**config.mk**
```make
export PLATFORM = sky130hd
export DESIGN_NAME = led_blink_fade_driver
export DESIGN_NICKNAME = d
export VERILOG_FILES = /design/src/rtl/lbf_pkg.sv /design/src/rtl/led_blink_fade_driver.sv /design/src/rtl/lbf_cfg_regs.sv /design/src/rtl/lbf_tick_residue.sv /design/src/rtl/lbf_fade_core.sv
export SDC_FILE = /design/constraint.sdc
export NUM_CORES = 1
export LEC_CHECK = 0
export BUFFER_PORTS_ARGS = -buffer_cell sky130_fd_sc_hd__buf_2
export CAP_MARGIN = 20
export CORE_MARGIN = 3
export CORE_UTILIZATION = 46
export CTS_BUF_LIST = sky130_fd_sc_hd__clkbuf_8
export CTS_CLUSTER_SIZE = 40
export DETAILED_ROUTE_END_ITERATION = 8
export SLEW_MARGIN = 30
export SYNTH_ARGS = -nofsm -noshare
export SYNTH_HDL_FRONTEND = slang
export SYNTH_SLANG_ARGS = --single-unit
```
**constraint.sdc**
```tcl
create_clock -name clk_i -period 15.5 [get_ports clk_i]
set_input_delay 0.775 -clock clk_i [delete_from_list [all_inputs] [get_ports clk_i]]
set_output_delay 0.775 -clock clk_i [all_outputs]
set_load 0.01 [all_outputs]
```
**src/rtl/lbf_pkg.sv**
```systemverilog
package lbf_pkg;

  localparam int PWM_STEPS_DEF = 20;
  localparam int TICK_W        = 32;
  localparam int STEP_OUT_W    = 5;
  localparam int OUT_TDATA_W   = 8;
  localparam int APB_AW        = 4;
  localparam int APB_DW        = 32;

  typedef enum logic [1:0] {
    MODE_OFF   = 2'd0,
    MODE_ON    = 2'd1,
    MODE_BLINK = 2'd2,
    MODE_FADE  = 2'd3
  } led_mode_e;

  typedef enum logic [1:0] {
    REG_MODE   = 2'd0,
    REG_PERIOD = 2'd1,
    REG_ACTIVE = 2'd2,
    REG_NONE   = 2'd3
  } reg_idx_e;

  typedef struct packed {
    led_mode_e           mode;
    logic [TICK_W-1:0]   period;
    logic                active;
  } lbf_cfg_t;

endpackage

```
**src/rtl/led_blink_fade_driver.sv**
```systemverilog
// channel   dir  request fields (low bit up)
// s_axis    in   tdata[31:0] current_tick
// m_axis    out  tdata[0] pin_level, tdata[5:1] brightness_step, tdata[7:6] zero
// apb       in   0x0 led_mode, 0x4 blink_period, 0x8 active_level
//
// one request per cycle sustained while the output is not stalled
// three stages reduce the tick modulo the step count, a final stage after them updates
// the blink and fade state and loads the result register
// reset clears the pipeline, the state and the registers (active_level to 1)
// a stalled result only holds its own stage; earlier stages keep filling
module led_blink_fade_driver import lbf_pkg::*; #(
  parameter int PWM_STEPS = PWM_STEPS_DEF
) (
  input  logic                   clk_i,
  input  logic                   rst_ni,
  input  logic                   s_axis_tvalid,
  output logic                   s_axis_tready,
  input  logic [TICK_W-1:0]      s_axis_tdata,   // current_tick
  output logic                   m_axis_tvalid,
  input  logic                   m_axis_tready,
  output logic [OUT_TDATA_W-1:0] m_axis_tdata,   // pin_level, brightness_step
  input  logic                   psel,
  input  logic                   penable,
  input  logic                   pwrite,
  input  logic [APB_AW-1:0]      paddr,
  input  logic [APB_DW-1:0]      pwdata,
  output logic [APB_DW-1:0]      prdata,
  output logic                   pready
);

  localparam int RW = $clog2(PWM_STEPS);

  lbf_cfg_t              cfg;
  logic                  res_valid, res_ready;
  logic [TICK_W-1:0]     res_tick;
  logic [RW-1:0]         res_rem;
  logic                  out_pin;
  logic [STEP_OUT_W-1:0] out_step;

  lbf_cfg_regs u_cfg (
    .clk_i   (clk_i),
    .rst_ni  (rst_ni),
    .psel    (psel),
    .penable (penable),
    .pwrite  (pwrite),
    .paddr   (paddr),
    .pwdata  (pwdata),
    .prdata  (prdata),
    .pready  (pready),
    .cfg_o   (cfg)
  );

  lbf_tick_residue #(.STEPS(PWM_STEPS)) u_residue (
    .clk_i       (clk_i),
    .rst_ni      (rst_ni),
    .in_valid_i  (s_axis_tvalid),
    .in_ready_o  (s_axis_tready),
    .in_tick_i   (s_axis_tdata),
    .out_valid_o (res_valid),
    .out_ready_i (res_ready),
    .out_tick_o  (res_tick),
    .out_rem_o   (res_rem)
  );

  lbf_fade_core #(.STEPS(PWM_STEPS)) u_core (
    .clk_i       (clk_i),
    .rst_ni      (rst_ni),
    .cfg_i       (cfg),
    .in_valid_i  (res_valid),
    .in_ready_o  (res_ready),
    .in_tick_i   (res_tick),
    .in_rem_i    (res_rem),
    .out_valid_o (m_axis_tvalid),
    .out_ready_i (m_axis_tready),
    .out_pin_o   (out_pin),
    .out_step_o  (out_step)
  );

  assign m_axis_tdata = {{(OUT_TDATA_W-STEP_OUT_W-1){1'b0}}, out_step, out_pin};

endmodule

```
**src/rtl/lbf_cfg_regs.sv**
```systemverilog
module lbf_cfg_regs import lbf_pkg::*; (
  input  logic              clk_i,
  input  logic              rst_ni,
  input  logic              psel,
  input  logic              penable,
  input  logic              pwrite,
  input  logic [APB_AW-1:0] paddr,
  input  logic [APB_DW-1:0] pwdata,
  output logic [APB_DW-1:0] prdata,
  output logic              pready,
  output lbf_cfg_t          cfg_o
);

  led_mode_e         mode_q;
  logic [TICK_W-1:0] period_q;
  logic              active_q;
  logic              wr_en;
  reg_idx_e          idx;

  assign pready = 1'b1;
  assign wr_en  = psel & penable & pwrite;
  assign idx    = reg_idx_e'(paddr[3:2]);

  always_ff @(posedge clk_i or negedge rst_ni) begin
    if (!rst_ni) begin
      mode_q   <= MODE_OFF;
      period_q <= '0;
      active_q <= 1'b1;
    end else if (wr_en) begin
      unique case (idx)
        REG_MODE:   mode_q   <= led_mode_e'(pwdata[1:0]);
        REG_PERIOD: period_q <= pwdata[TICK_W-1:0];
        REG_ACTIVE: active_q <= pwdata[0];
        default: ;
      endcase
    end
  end

  always_comb begin
    unique case (idx)
      REG_MODE:   prdata = {{(APB_DW-2){1'b0}}, mode_q};
      REG_PERIOD: prdata = period_q;
      REG_ACTIVE: prdata = {{(APB_DW-1){1'b0}}, active_q};
      default:    prdata = '0;
    endcase
  end

  assign cfg_o = '{mode: mode_q, period: period_q, active: active_q};

endmodule

```
**src/rtl/lbf_tick_residue.sv**
```systemverilog
module lbf_tick_residue import lbf_pkg::*; #(
  parameter int STEPS = PWM_STEPS_DEF,
  localparam int RW = $clog2(STEPS)
) (
  input  logic              clk_i,
  input  logic              rst_ni,
  input  logic              in_valid_i,
  output logic              in_ready_o,
  input  logic [TICK_W-1:0] in_tick_i,
  output logic              out_valid_o,
  input  logic              out_ready_i,
  output logic [TICK_W-1:0] out_tick_o,
  output logic [RW-1:0]     out_rem_o
);

  localparam int FW = 17 + RW;
  localparam int MW = FW + 1;
  localparam int K  = FW + RW;
  localparam logic [63:0] M_FULL =
    ((64'd1 << K) + 64'(STEPS) - 64'd1) / 64'(STEPS);
  localparam logic [MW-1:0] RECIP   = MW'(M_FULL);
  localparam logic [FW-1:0] FOLD_C  = FW'(65536 % STEPS);
  localparam logic [FW-1:0] STEPS_F = FW'(STEPS);

  logic              v1_q, v2_q, v3_q;
  logic              rdy1, rdy2, rdy3;
  logic [TICK_W-1:0] tick1_q, tick2_q, tick3_q;
  logic [FW-1:0]     fold_d, fold1_q, fold2_q;
  logic [FW+MW-1:0]  prod;
  logic [FW-1:0]     quot_d, quot2_q;
  logic [FW-1:0]     rem_full;
  logic [RW-1:0]     rem3_q;

  assign rdy3 = ~v3_q | out_ready_i;
  assign rdy2 = ~v2_q | rdy3;
  assign rdy1 = ~v1_q | rdy2;
  assign in_ready_o = rdy1;

  // fold the high half in using 2^16 mod steps
  assign fold_d   = FW'(in_tick_i[31:16]) * FOLD_C + FW'(in_tick_i[15:0]);
  assign prod     = (FW+MW)'(fold1_q) * (FW+MW)'(RECIP);
  assign quot_d   = FW'(prod >> K);
  assign rem_full = fold2_q - quot2_q * STEPS_F;

  always_ff @(posedge clk_i or negedge rst_ni) begin
    if (!rst_ni) begin
      v1_q <= 1'b0;
      v2_q <= 1'b0;
      v3_q <= 1'b0;
    end else begin
      if (rdy1) v1_q <= in_valid_i;
      if (rdy2) v2_q <= v1_q;
      if (rdy3) v3_q <= v2_q;
    end
  end

  always_ff @(posedge clk_i) begin
    if (rdy1 && in_valid_i) begin
      tick1_q <= in_tick_i;
      fold1_q <= fold_d;
    end
    if (rdy2 && v1_q) begin
      tick2_q <= tick1_q;
      fold2_q <= fold1_q;
      quot2_q <= quot_d;
    end
    if (rdy3 && v2_q) begin
      tick3_q <= tick2_q;
      rem3_q  <= RW'(rem_full);
    end
  end

  assign out_valid_o = v3_q;
  assign out_tick_o  = tick3_q;
  assign out_rem_o   = rem3_q;

endmodule

```
**src/rtl/lbf_fade_core.sv**
```systemverilog
module lbf_fade_core import lbf_pkg::*; #(
  parameter int STEPS = PWM_STEPS_DEF,
  localparam int RW = $clog2(STEPS)
) (
  input  logic                  clk_i,
  input  logic                  rst_ni,
  input  lbf_cfg_t              cfg_i,
  input  logic                  in_valid_i,
  output logic                  in_ready_o,
  input  logic [TICK_W-1:0]     in_tick_i,
  input  logic [RW-1:0]         in_rem_i,
  output logic                  out_valid_o,
  input  logic                  out_ready_i,
  output logic                  out_pin_o,
  output logic [STEP_OUT_W-1:0] out_step_o
);

  localparam int SW = $clog2(STEPS + 1);
  localparam int QW = 2 * SW;
  localparam int DW = $clog2(2 * STEPS + 1);
  localparam int PW = TICK_W + DW;
  localparam logic [DW-1:0] DIV_C    = DW'(2 * STEPS);
  localparam logic [SW-1:0] STEPS_S  = SW'(STEPS);
  localparam logic [SW-1:0] STEPS_M1 = SW'(STEPS - 1);
  localparam logic [QW-1:0] STEPS_Q  = QW'(STEPS);

  logic [TICK_W-1:0]        last_q, last_d;
  logic                     pin_q, pin_d;
  logic [SW-1:0]            step_q, step_d;
  logic                     fall_q, fall_d;
  logic                     out_valid_q, out_pin_q;
  logic [STEP_OUT_W-1:0]    out_step_q;
  logic                     fire;
  logic [TICK_W-1:0]        elapsed;
  logic                     fade_due;
  logic [QW-1:0]            sq, lhs;
  logic                     pwm_on;
  logic [SW+STEP_OUT_W-1:0] step_ext;

  assign in_ready_o = ~out_valid_q | out_ready_i;
  assign fire       = in_valid_i & in_ready_o;
  assign elapsed    = in_tick_i - last_q;
  // elapsed > period / (2*steps)  <=>  elapsed * 2*steps > period
  assign fade_due   = (PW'(elapsed) * PW'(DIV_C)) > PW'(cfg_i.period);

  always_comb begin
    last_d = last_q;
    step_d = step_q;
    fall_d = fall_q;
    unique case (cfg_i.mode)
      MODE_BLINK: begin
        if (elapsed > cfg_i.period) last_d = in_tick_i;
      end
      MODE_FADE: begin
        if (fade_due) begin
          last_d = in_tick_i;
          if (!fall_q) begin
            if (step_q >= STEPS_M1) begin
              step_d = STEPS_S;
              fall_d = 1'b1;
            end else begin
              step_d = step_q + SW'(1);
            end
          end else if (step_q <= SW'(1)) begin
            step_d = '0;
            fall_d = 1'b0;
          end else begin
            step_d = step_q - SW'(1);
          end
        end
      end
      default: ;
    endcase
  end

  // rem < step^2 / steps  <=>  (rem + 1) * steps <= step^2
  assign sq     = QW'(step_d) * QW'(step_d);
  assign lhs    = (QW'(in_rem_i) + QW'(1)) * STEPS_Q;
  assign pwm_on = lhs <= sq;

  always_comb begin
    pin_d = pin_q;
    unique case (cfg_i.mode)
      MODE_OFF:   pin_d = ~cfg_i.active;
      MODE_ON:    pin_d = cfg_i.active;
      MODE_BLINK: if (elapsed > cfg_i.period) pin_d = ~pin_q;
      MODE_FADE:  pin_d = pwm_on ? cfg_i.active : ~cfg_i.active;
      default: ;
    endcase
  end

  assign step_ext = {{STEP_OUT_W{1'b0}}, step_d};

  always_ff @(posedge clk_i or negedge rst_ni) begin
    if (!rst_ni) begin
      last_q      <= '0;
      pin_q       <= 1'b0;
      step_q      <= '0;
      fall_q      <= 1'b0;
      out_valid_q <= 1'b0;
    end else begin
      if (in_ready_o) out_valid_q <= in_valid_i;
      if (fire) begin
        last_q <= last_d;
        pin_q  <= pin_d;
        step_q <= step_d;
        fall_q <= fall_d;
      end
    end
  end

  always_ff @(posedge clk_i) begin
    if (fire) begin
      out_pin_q  <= pin_d;
      out_step_q <= step_ext[STEP_OUT_W-1:0];
    end
  end

  assign out_valid_o = out_valid_q;
  assign out_pin_o   = out_pin_q;
  assign out_step_o  = out_step_q;

endmodule

```
# --- Yosys cells after proc, flatten, opt, wreduce, memory -nomap -nowiden ---
# Cells that the tools add are included.
# Widths: inputs -> output; s select.
totals:
  output_inout_bits: 43
  elab_cells: 82
  register_bits: 229
op_classes:
  n_lt_le_gt_ge: 5
  n_eq_ne: 7
  n_reduce_logical: 11
  bitwise_logic: 13
  n_mul: 5
  n_addsub: 6
  muxes: 15
op_table:
  columns: ["cell", "count"]
  rows:
  - ["$pmux 32 s3", 1]
  - ["$mux 32", 2]
  - ["$pmux 32 s2", 1]
  - ["$mul 21x23->44 const B", 1]
  - ["$gt 38x32->1", 1]
  - ["$mul 32x3->35 const B", 1]
  - ["$gt 32x32->1", 1]
  - ["$sub 32x32->32", 1]
  - ["$mux 5", 5]
  - ["$add 20x16->21", 1]
  - ["$mul 18x3->3 const B", 1]
  - ["$le 10x10->1", 1]
  - ["$mul 10x3->8 const B", 1]
  - ["$mul 5x5->10", 1]
  - ["$add 5x1->6 const B", 1]
  - ["$eq 2x2->1 const B", 3]
  - ["$not 1->1", 6]
  - ["$reduce_and 2->1", 3]
  - ["$add 5x1->5 const B", 1]
  - ["$ge 5x5->1 const B", 1]
  - ["$le 5x1->1 const B", 1]
  - ["$mux 1", 5]
  - ["$sub 5x1->5 const B", 1]
  - ["$sub 5x5->5", 1]
  - ["10 further kinds", 20]

# --- Longest topological paths before layout ---
depth:
  word_depth: 9
  depth_mapped: 59
  mapped_depth_nobuf: 58

# --- By module ---
# A second synthesis with hierarchy kept.
hier_totals:
  cells_unflattened: 1814
  hier_area_um2: 19004.5
by_module_without_submodules:
  columns: ["mod", "cells_each", "seq_area_each_um2", "area_each_um2", "instances"]
  rows:
  - ["lbf_tick_residue", 725, 3678.5, 9396.5, 1]
  - ["lbf_fade_core", 965, 1181.1, 7970.1, 1]
  - ["lbf_cfg_regs", 120, 877.1, 1611.5, 1]
  - ["led_blink_fade_driver", 4, 0.0, 26.3, 1]

# --- Worst setup path after synthesis ---
# Ideal clock, no wire load.
synth_timing:
  path_type: "register to register"
  startpoint: "register u_residue.rem3_q[0], in the netlist u_residue.out_rem_o[0]"
  endpoint: "register u_core.out_pin_q, in the netlist u_core.out_pin_o (data pin)"
  required_ns: 15.241
  path_stages_with_launch: 58
  period_less_slack_ns: 10.764
  arrival_time_ns: 10.505
  path_slack_ns: 4.736
  setup_time_ns: 0.259
  path_cell_list: "edfxtp_1 -> inv_1 -> ha_1 -> fa_1 -> nor2b_1 -> o21ai_0 -> a21boi_0 -> o21bai_1 -> nand2_1 -> a21oi_1 -> xnor2_1 -> ha_1 -> ha_1 -> a2111oi_0 -> o21ai_1 -> a31o_2 -> a21o_1 -> a31oi_1 -> [22 not listed] -> ha_1 -> a21o_1 -> ha_1 -> inv_1 -> o21bai_1 -> a21oi_1 -> inv_1 -> nor2_1 -> xor2_1 -> ha_1 -> a21o_1 -> a21o_1 -> a21oi_1 -> o21ai_0 -> nand2_1 -> a31o_1 -> xor2_1 -> o21bai_1"
synth_between:
  elab_chain_len: 5
synth_lines:
  columns: ["element", "line_no", "rtl"]
  rows:
  - ["start, declared", "lbf_tick_residue.sv:32", "logic [RW-1:0] rem3_q;"]
  - ["start signal, assigned", "lbf_tick_residue.sv:69", "rem3_q <= RW'(rem_full);"]
  - ["$add 5x1->6", "lbf_fade_core.sv:78", "assign lhs = (QW'(in_rem_i) + QW'(1)) * STEPS_Q;"]
  - ["$mul 10x3->8", "lbf_fade_core.sv:78", null]
  - ["$le 10x10->1", "lbf_fade_core.sv:79", "assign pwm_on = lhs <= sq;"]
  - ["$mux 1", "lbf_fade_core.sv:87", "MODE_FADE: pin_d = pwm_on ? cfg_i.active : ~cfg_i.active;"]
  - ["$pmux 1 s4", "lbf_fade_core.sv:83", "unique case (cfg_i.mode)"]
  - ["net u_core.pin_d", "lbf_fade_core.sv:28", "logic pin_q, pin_d;"]
  - ["end signal, assigned", "lbf_fade_core.sv:114", "out_pin_q <= pin_d;"]
  - ["end, declared", "lbf_fade_core.sv:31", "logic out_valid_q, out_pin_q;"]
# The timed path passes the listed nets, and every way through them passes these cells.
# A chain may end at the register's enable or synchronous reset.

# --- Worst setup path in the final report ---
# Same ends and word-level chain as after synthesis.

==> summary.md <==
| Metric | Value |
|---|---|
| Outcome | finished, final reports clean |
| Post-CTS Resized | 0 |
| Post-route minimum period | 12760 ps |
| GPL Wtd Cong | 0.903 |
| Grt ovf | 0 |
| Final HPWL DP | 33100 um |
| CP Max Fanout | 7 |
| TritonCTS Buffers | 39 |
| Number of global-route vias before repair | 13200 |
| Unique masters post-synth | 77 |
| Top delay family on crit path | compound AO/OA/AOI/OAI gates |
| Layout cells sized above 1 | 12.0% |
| Worst-margin pin slew | approximately 890 ps |
| Die width | 207 um |
| Hold/Removal Path Class | input port to async pin |
| Non-Filler Instances | 2492 |
| Initial Util | 46.7% |
| Most frequent cells in the layout | inv_1, ha_1, edfxtp_1, fa_1, buf_2 |
| Sequential area share after synthesis | 30.8% |
| CTS H-Tree Depth | 2 |
| Post-synth EDFFs | between 100 and 150 |
| Max Clock Freq | 78.4 MHz |
| Die area | 0.0430 sq mm |
| Post-Route WL | 39600 um |
| CP max-delay cell | o41ai_1 |
| Via density | a little over 5 |
| Setup TNS | 0 ps |
| Post-CTS setup buffers | 0 |
| CP dominant cell by count | ha_1 |
| Final setup fails | 0 |
| Wire length on met2 | 19100 um |
| Worst skew pair latency | 570 ps |
| Port Buf Inserts | ~110 |
| Fill count | around 3600 |
| Ant. Diodes | 0 |
| First-pass GRT wire length | 66600 um |
| Area growth syn-to-layout | 10.1% |
| Fraction of registers with async set/reset | 38.2% |
| Antenna violations before repair | 3 |
| I/O Pins | 118 |
| Max Buffers Root-to-Sink | 3 |
| GRT Overall Usage | 18.8% |
| Post-route DRC violation count | 0 |
| Mapped Cells | 1812 |
| Highest routed metal layer | met5 |
| Max Slew Vio Count | 0 |
| Hold-fix buffers, CTS | 0 |
| CTS tree | built |
| Register Area | 0.00574 sq mm |
| Sink Count | 204 |
| Clk slew on worst S/H paths | ~60 ps |
| M1 WL | 17900 um |
| Row count | 73 |
| Crit. End Element | register |
| Maxcap violations | 0 |
| Primary FF master, synth | edfxtp_1 |
| WL met3 | 1560 um |
| DR WL/cell | 15.9 um |
| CP Data Required Time | around 16000 ps |
| Final net count | 2436 |
| WHS | 271 ps |
| Multi-input logic area | 0.0117 sq mm |
| Synth Warn # | 0 |
| Post-DRT Antenna Nets | 0 |
| Cell Area, Synth | 0.0186 sq mm |
| Final hold vios | 0 |
| CP arrival | roughly 13000 ps |
| Vias | 13000 |
| Commonest non-fill, non-tap cell in the layout | inv_1 |
| Kind of critical path | register to register |
| Max Clock Skew | 41.4 ps |
| Syn avg cell area | 10.3 sq um |
| Final Cycle Share | between 80 and 90% |
| RSZ-0062 raised after global routing | false |
| Initial DRT Pass Iterations | 5 |
| Root Buffer Master | clkbuf_8 |
| Startpoint class of the critical path | register |
| Worst path max stage delay | 680 ps |
| #FFs+latches synth | 204 |
| Worst rel slew slack | 41.0% |
| Crit path buffers/inverters | 6 |
| Largest net degree at the start of global routing | 79 |
| DR iter-0 viols | 643 |
| Dpl cells | 2421 |
| Die height | 207 um |
| Core box area | 0.0399 sq mm |
cell families (layout without fill, tap and decap cells):
group           Yosys count  in the layout  share of synthesized area [%]
fa+ha+maj               424            424                           33.4
simple gates            375            375                           10.3
compound gates          339            339                           11.5
buf+inv                 327            481                           6.75
flops                   204            204                           30.8
xor+xnor                 93             93                           4.37
mux                      48             48                           2.83
other cells               2              3                         0.0403
per-layer routing:
metal	vias up	GRT usage (%)
li1	6490	-
met1	6179	24.8
met2	214	32.1
met3	62	3.14
met4	6	5.50
met5	-	0
cells in the mapped netlist (16+ instances only):
cell / count / area [sq um]
a21o_1: 31 / 233
a21oi_1: 102 / 510
and2_1: 45 / 282
clkbuf_1: 24 / 90.1
dfrtp_1: 77 / 1930
edfxtp_1: 126 / 3780
fa_1: 123 / 2460
ha_1: 301 / 3770
inv_1: 293 / 1100
mux2_2: 36 / 405
nand2_1: 97 / 364
nand2b_1: 25 / 156
nand3_1: 21 / 105
nand4_1: 27 / 169
nor2_1: 78 / 293
nor2b_1: 23 / 144
nor3_1: 16 / 80.1
o21a_1: 16 / 120
o21ai_0: 92 / 460
xnor2_1: 66 / 578
xor2_1: 27 / 236
metrics by stage:
step	area, sq um	setup slack, ps	util (%)
6_report	20500	2740	51.4
5_1_grt	20500	1530	51.4
4_1_cts	20500	2670	51.4
3_5_place_dp	19700	2770	49.5
3_3_place_gp	19700	2820	49.5
2_1_floorplan	18600	4740	-
state kept, by name, indices dropped and copies added (netlist names), 21 cells and up:
| signal | count |
|---|---|
| u_cfg.period_q | 32 |
| u_core.last_q | 32 |
| u_residue.out_tick_o | 30 |
| u_residue.tick1_q | 28 |
| u_residue.tick2_q | 28 |
| u_residue.fold1_q | 21 |
area by class of cell:
type,count,area share (%)
Inverter,293,5.36
Sequential cell,204,27.9
Clock inverter,27,0.835
Multi-Input combinational cell,1282,56.8
Tap cell,525,3.20
Clock buffer,44,2.95
Timing Repair Buffer,117,2.94
worst paths after layout:
| check | start | endpoint | slack [ps] | cells past startpoint |
|---|---|---|---|---|
| hold / removal | rst_ni | u_cfg.mode_q[1]$_DFFE_PN0P_ | 270 | 1 |
| setup / recovery | u_residue.out_rem_o[0]$_DFFE_PP_ | u_core.out_pin_o$_DFFE_PP_ | 2740 | 57 |
| hold reg to reg | u_residue.tick2_q[26]$_DFFE_PP_ | u_residue.out_tick_o[26]$_DFFE_PP_ | 410 | 0 |
| max in group asynchronous | rst_ni | u_cfg.period_q[28]$_DFFE_PN0P_ | 14740 | 1 |
| setup reg to reg | u_residue.out_rem_o[0]$_DFFE_PP_ | u_core.out_pin_o$_DFFE_PP_ | 2740 | 57 |
| min in group clk_i | s_axis_tdata[1] | u_residue.fold1_q[1]$_DFFE_PP_ | 380 | 1 |
Power is left out: the tool's default activity adds up to more than one toggle a clock period on the data nets, which glitch-free logic cannot reach.
